`src/hdl/ohlc_bar_aggregator_defines.svh`:
```
// Assertion macros for the OHLC bar aggregator
`ifndef OHLC_BAR_AGGREGATOR_DEFINES_SVH
`define OHLC_BAR_AGGREGATOR_DEFINES_SVH
// check that a condition implies a consequence on the same edge
`define OHLC_ASSERT_IMP(lbl, clk, rstn, a, b) \
  lbl: assert property (@(posedge clk) disable iff (!rstn) (a) |-> (b)) \
    else $error("ohlc check failed");
// check that a condition implies a consequence on the next edge
`define OHLC_ASSERT_NXT(lbl, clk, rstn, a, b) \
  lbl: assert property (@(posedge clk) disable iff (!rstn) (a) |=> (b)) \
    else $error("ohlc check failed");
`endif

```
`src/hdl/ohlc_pkg.sv`:
```
// ----------------------------------------------------------------------------
// ohlc_pkg
// Shared constants and types for the OHLC bar aggregator.
// ----------------------------------------------------------------------------
package ohlc_pkg;
  localparam int unsigned NumSymbolsDef = 64;
  localparam logic [30:0] VolMax = 31'h7FFF_FFFF;
  localparam logic [62:0] ToMax  = 63'h7FFF_FFFF_FFFF_FFFF;
  localparam logic [16:0] MsPerMin = 17'd60000;

  typedef enum logic [1:0] {
    FUNC_TICK  = 2'd0,
    FUNC_FLUSH = 2'd1
  } func_e;

  // one stored bar
  typedef struct packed {
    logic [26:0] start_ms;
    logic [31:0] open_p;
    logic [31:0] high_p;
    logic [31:0] low_p;
    logic [31:0] close_p;
    logic [30:0] vol;
    logic [62:0] to;
    logic [30:0] prev_vol;
    logic [62:0] prev_to;
  } bar_t;

  // divider control and status
  typedef struct packed {
    logic        start;
    logic [26:0] dividend;
    logic [27:0] divisor;
  } div_req_t;

  typedef struct packed {
    logic        done;
    logic [26:0] quotient;
  } div_rsp_t;
endpackage

```
`src/hdl/ohlc_div.sv`:
```
// ----------------------------------------------------------------------------
// ohlc_div
// Restoring divider, one quotient bit a cycle, 27 quotient bits.
// ----------------------------------------------------------------------------
module ohlc_div
  import ohlc_pkg::*;
(
  input  logic     clk_i,
  input  logic     rst_ni,
  input  div_req_t req_i,
  output div_rsp_t rsp_o
);
  logic [4:0]  cnt_q, cnt_d;
  logic        busy_q, busy_d;
  logic [27:0] rem_q, rem_d;
  logic [26:0] quo_q, quo_d;
  logic [27:0] div_q, div_d;
  logic [28:0] trial;

  // shift in the next dividend bit and try a subtract
  assign trial = {rem_q, quo_q[26]} - {1'b0, div_q};

  always_comb begin
    cnt_d  = cnt_q;
    busy_d = busy_q;
    rem_d  = rem_q;
    quo_d  = quo_q;
    div_d  = div_q;
    if (req_i.start) begin
      busy_d = 1'b1;
      cnt_d  = 5'd0;
      rem_d  = '0;
      quo_d  = req_i.dividend;
      div_d  = req_i.divisor;
    end else if (busy_q) begin
      if (trial[28]) begin
        rem_d = {rem_q[26:0], quo_q[26]};
        quo_d = {quo_q[25:0], 1'b0};
      end else begin
        rem_d = trial[27:0];
        quo_d = {quo_q[25:0], 1'b1};
      end
      cnt_d = cnt_q + 5'd1;
      if (cnt_q == 5'd26) busy_d = 1'b0;
    end
  end

  always_ff @(posedge clk_i or negedge rst_ni) begin
    if (!rst_ni) begin
      cnt_q  <= '0;
      busy_q <= 1'b0;
    end else begin
      cnt_q  <= cnt_d;
      busy_q <= busy_d;
    end
  end

  always_ff @(posedge clk_i) begin
    rem_q <= rem_d;
    quo_q <= quo_d;
    div_q <= div_d;
  end

  assign rsp_o.done     = busy_q && (cnt_q == 5'd26);
  assign rsp_o.quotient = {quo_q[25:0], ~trial[28]};
endmodule

```
`config.mk`:
```
export PLATFORM = sky130hd
export DESIGN_NAME = ohlc_div
export DESIGN_NICKNAME = d
export VERILOG_FILES = /design/src/hdl/ohlc_bar_aggregator_defines.svh /design/src/hdl/ohlc_pkg.sv /design/src/hdl/ohlc_div.sv
export SDC_FILE = /design/constraint.sdc
export NUM_CORES = 1
export LEC_CHECK = 0
export ABC_AREA = 0
export BUFFER_PORTS_ARGS = -buffer_cell sky130_fd_sc_hd__buf_4
export CAP_MARGIN = 10
export CORE_MARGIN = 1.5
export CORE_UTILIZATION = 52
export DETAILED_ROUTE_END_ITERATION = 10
export GPL_TIMING_DRIVEN = 0
export HOLD_SLACK_MARGIN = 0.12
export PLACE_DENSITY = 0.78
export SYNTH_ARGS = -nofsm -noshare
export SYNTH_HDL_FRONTEND = slang
export SYNTH_SLANG_ARGS = --single-unit
export TNS_END_PERCENT = 30
```
`constraint.sdc`:
```
create_clock -name clk_i -period 2.6 [get_ports clk_i]
set_input_delay 0.26 -clock clk_i [delete_from_list [all_inputs] [get_ports clk_i]]
set_output_delay 0.26 -clock clk_i [all_outputs]
set_load 0.05 [all_outputs]
```
* Word level (Yosys, flattened, before mapping)
Index checks and enable logic that the tools add are counted.
** Word-level totals
- Output and inout port bits :: 28
- Flip-flop bits (word level) :: 89
- Logic and storage cells :: 20
** Cells by class
- Reductions and logical operators :: 2
- Muxes and demuxes :: 9
- Add/subtract/negate cells :: 2
- Eq/ne operators :: 1
- Bitwise operators :: 1
** Operator list (count)
- 2-to-1 mux 27 bit :: 2
- subtractor 29 x 28 -> 29 bit :: 1
- 2-to-1 mux 28 bit :: 1
- 2-to-1 mux 5 bit :: 2
- adder 5 x 1 -> 5 bit, second input constant :: 1
- equality test 5 bit, second input constant :: 1
- 2-to-1 mux 1 bit :: 4
- nonzero test 2 bit :: 1
- logical AND 1 bit :: 1
- inverter 1 bit :: 1

* Depth between registers and ports, before layout
- Word-level depth :: 4
- Gate-level depth with buffers :: 13
- Mapped depth without buffers :: 12

* Least setup slack after synthesis
No wires, ideal clock.
- Path kind :: register to register
- Start :: register quo_q[26]
- End :: register rem_q[0]
- Stages on the path, launching flop included :: 14
- Clock period less this slack :: 2.884 ns
- Arrival time :: 2.762 ns
- Path slack :: -0.284 ns
- Buffers on the path :: 1
- Setup time :: 0.122 ns
- Path through :: edfxtp_1 -> inv_1 -> ha_1 -> fa_1 -> nor2b_4 -> o31a_4 -> o31ai_4 -> o21ai_2 -> a21oi_2 -> o31ai_4 -> xor2_4 -> buf_2 -> nand3_1 -> o311a_1
** Between the ends
- Cells in the longest elaborated chain, start to end :: 2
** RTL lines
- from (decl) :: RTL line ohlc_div.sv:16 : logic [26:0] quo_q, quo_d;
- from (signal assigned) :: RTL line ohlc_div.sv:60 : quo_q <= quo_d;
- subtractor 29 x 28 -> 29 bit :: RTL line ohlc_div.sv:21 : assign trial = {rem_q, quo_q[26]} - {1'b0, div_q};
- 2-to-1 mux 28 bit * :: RTL line ohlc_div.sv:36 : if (trial[28]) begin
- to (signal assigned) :: RTL line ohlc_div.sv:59 : rem_q <= rem_d;
- to (decl) :: RTL line ohlc_div.sv:15 : logic [27:0] rem_q, rem_d;
Mark *: on every way between the ends. The rest lies on a longest branch, timed or not.
A chain may end at the register's enable or synchronous reset.

==> run metrics <==
detailed-route via count 4301; switching pwr 2.54 mW; max-cap viol count 0; Worst Setup End Kind primary output; Root Driver clkbuf_8; CP max FO 2; CTS tree done; syn avg cell area 10.4 sq um; Netlist Area Pre-Place 5350 sq um; Main synth FF type edfxtp_1; # diodes 0; H-tree depth 3; Multi-input gate area 2660 sq um; Final ANT Viol Nets 0; final worst slack -0.492 ns; Worst Setup Path Type flip-flop to primary output; non-filler instance count after layout 793; post-synthesis cell type count 65; clock sinks 89; placed cell count 733; f_max 0.323 GHz; # IOs 86; Finish-stage setup viols 29; Clock Power Share 15.9%; Cell Area, Placed 6180 sq um; Placer Congestion 0.892; Post-Syn Instances 515; first-pass GRT wire length 21200 um; maximum clock path buffer count 2; crit share post-route 119%; synth top area cells edfxtp_1 (31%), dfxtp_1 (10%), ha_1 (7.0%); P&R area growth vs syn 30.4%; required time worst endpoint 2.34 ns; part of the power in registers 30.4%; Yosys reg bits 89; failing checks setup timing; vias in the first global route 4421; core area 9860 sq um; status finished with violations; crit path DAT 2.83 ns; mean routed wirelength per cell 16.1 um; initial core utilization 54.2%; chip width 104 um; Fin Hold WS 0.172 ns; Synth area leader edfxtp_1; clock skew 0.0185 ns; fin crit period 3.09 ns; Hold WC Path Type input pin to flip-flop; initial DRC count 254; Seq/Total Area, Yosys 44.1%; RSZ-0062 raised after global routing true; cell-internal power 4.02 mW; Final Hold Fails 0; grt ovf 0; leakage 3.03 nW; Power Total 6.55 mW; worst-margin pin slew 0.592 ns; layout cell share with drive strength beyond 1 31.1%; PortBufs 85; Total Routing Usage GR 24.4%; Slew Limit Fails 0; FF/Latch Area 2360 sq um; area of the die 10900 sq um; Worst VDD drop 0.000531 V; DRC 0; cell with the most instances after synthesis edfxtp_1; fillers 717; final WL 12800 um; Pwr Density 939 nW/um^2; fin nets 744; Async SR Flop Fraction 6.74%; number of flops mapped to enable cells by yosys 55; Die H 104 um; row cnt 36; drt pass-1 iters 5; switch share 38.7%; initial antenna violation count 0; largest net degree at the start of global routing 30; insertion delay to the later sink of the worst-skew pair 0.38 ns; syn_nets 604; CP startpoint kind flip-flop; Yosys warning count 0; Worst-path clk slew 0.10 ns; Slew HR 60.5%; Vias/cell 5.42; Num CTS Buffers 9; hpwl dp 8720 um; Final Instance Area 6980 sq um; Post-synth top cells edfxtp_1 (55), nor2_1 (50), inv_1 (37); area share of the largest cell type after synthesis 30.9%; combinational power share 53.7%
==> stage by stage <==
stage / util, % / setup WS, ns / setup TNS, ns
finish: 70.7 / -0.492 / -9.54
global route: 70.7 / -0.575 / -12.46
CTS: 69.7 / -0.549 / -11.92
detailed placement: 62.6 / -0.439 / -13.47
global placement: 62.6 / -0.379 / -10.01
floorplan: - / -0.0653 / -0.356
==> flip-flops by register name, indices dropped and copies added (netlist names) <==
register and cells:
quo_q 27, busy_q 1, rem_q 28, div_q 28, cnt_q 5
==> cell families after synthesis <==
logic type | Yosys count | synth area share [%]
AND/OR/NAND/NOR | 119 | 10.6
XOR/XNOR | 28 | 4.93
multiplexers | 44 | 8.86
AO/OA/AOI/OAI | 118 | 15.8
adder cells (fa/ha/maj) | 31 | 7.39
buffers and inverters | 86 | 8.23
flip-flops | 89 | 44.1
==> worst max-delay path, stage by stage, from the launching register on <==
cell	delay [ns]
edfxtp_1	0.37
inv_1	0.06
ha_2	0.19
fa_2	0.42
nor2b_4	0.13
o31a_4	0.15
o31ai_4	0.07
o21ai_2	0.22
a21oi_4	0.10
o31ai_4	0.27
xor2_4	0.21
buf_8	0.13
buf_8	0.14
==> worst paths after layout <==
kind	cells past startpoint	from	slack, ns	to
setup / recovery	12	quo_q[26]$_DFFE_PP_	-0.49	rsp_o[0]
hold / removal	2	req_i[41]	0.17	quo_q[13]$_DFFE_PP_
setup reg to reg	14	quo_q[26]$_DFFE_PP_	-0.39	rem_q[26]$_SDFFE_PP0P_
hold reg to reg	2	rem_q[3]$_SDFFE_PP0P_	0.52	rem_q[3]$_SDFFE_PP0P_
max in group asynchronous	2	rst_ni	2.27	cnt_q[0]$_DFFE_PN0P_
min in group asynchronous	2	rst_ni	0.22	cnt_q[2]$_DFFE_PN0P_
==> cell type report <==
cell class | count | share of cell area, %
multi-input cells | 340 | 38.2
flip-flops and latches | 89 | 33.9
repair buffers | 129 | 15.8
plain buffers | 48 | 4.66
well taps | 133 | 2.38
inverters | 38 | 2.10
clock buffers | 11 | 1.88
clock inverters | 5 | 1.15
==> cell usage in the layout, fill, tap and decap left out, drive strengths merged, types with 3 or more instances in the layout <==
cell type | netlist | layout
a211oi | 22 | 22
a21o | 10 | 10
a21oi | 30 | 30
a31oi | 4 | 4
and2 | 3 | 3
and3 | 4 | 4
buf | 35 | 135
clkbuf | 13 | 24
dfrtp | 6 | 6
dfxtp | 28 | 28
dlygate4sd3 | 0 | 29
edfxtp | 55 | 55
ha | 30 | 30
inv | 38 | 37
mux2 | 27 | 27
mux2i | 17 | 17
nand2 | 19 | 19
nand2b | 6 | 6
nand3 | 9 | 9
nand4 | 6 | 6
nor2 | 50 | 50
nor2b | 3 | 3
nor3 | 8 | 8
o21a | 4 | 4
o21ai | 16 | 16
o21bai | 4 | 4
o311a | 3 | 3
or3 | 3 | 3
xnor2 | 12 | 12
xor2 | 16 | 16
==> timing repair <==
item / CTS / global route
gates cloned: 2 / 0
pin swaps: 26 / 19
setup endpoints to repair: 29 / 57
buffers inserted: 9 / 5
hold buffers: 29 / 0
gates resized for setup: 22 / 17
endpoints found under the hold margin: 34 / 0
==> routing by layer <==
| layer | up-vias | track usage, % | share of wire (%) |
|---|---|---|---|
| li1 | 2123 | - | - |
| met1 | 2079 | 29.5 | 43 |
| met2 | 87 | 43.1 | 52 |
| met3 | 12 | 5.45 | 3.6 |
| met4 | 0 | 7.04 | 1.4 |
| met5 | - | 0 | 0 |
==> power by group through the flow <==
stage               sequential, mW  combinational [mW]  clock, mW
finish                        2.00                3.52       1.04
global placement              2.00                2.78          0
global route                  2.02                3.79       1.13
floorplan                     1.93                2.30          0
CTS                           1.99                3.39       1.06
detailed placement            2.01                2.86          0
(Power assumes the default switching activity.)
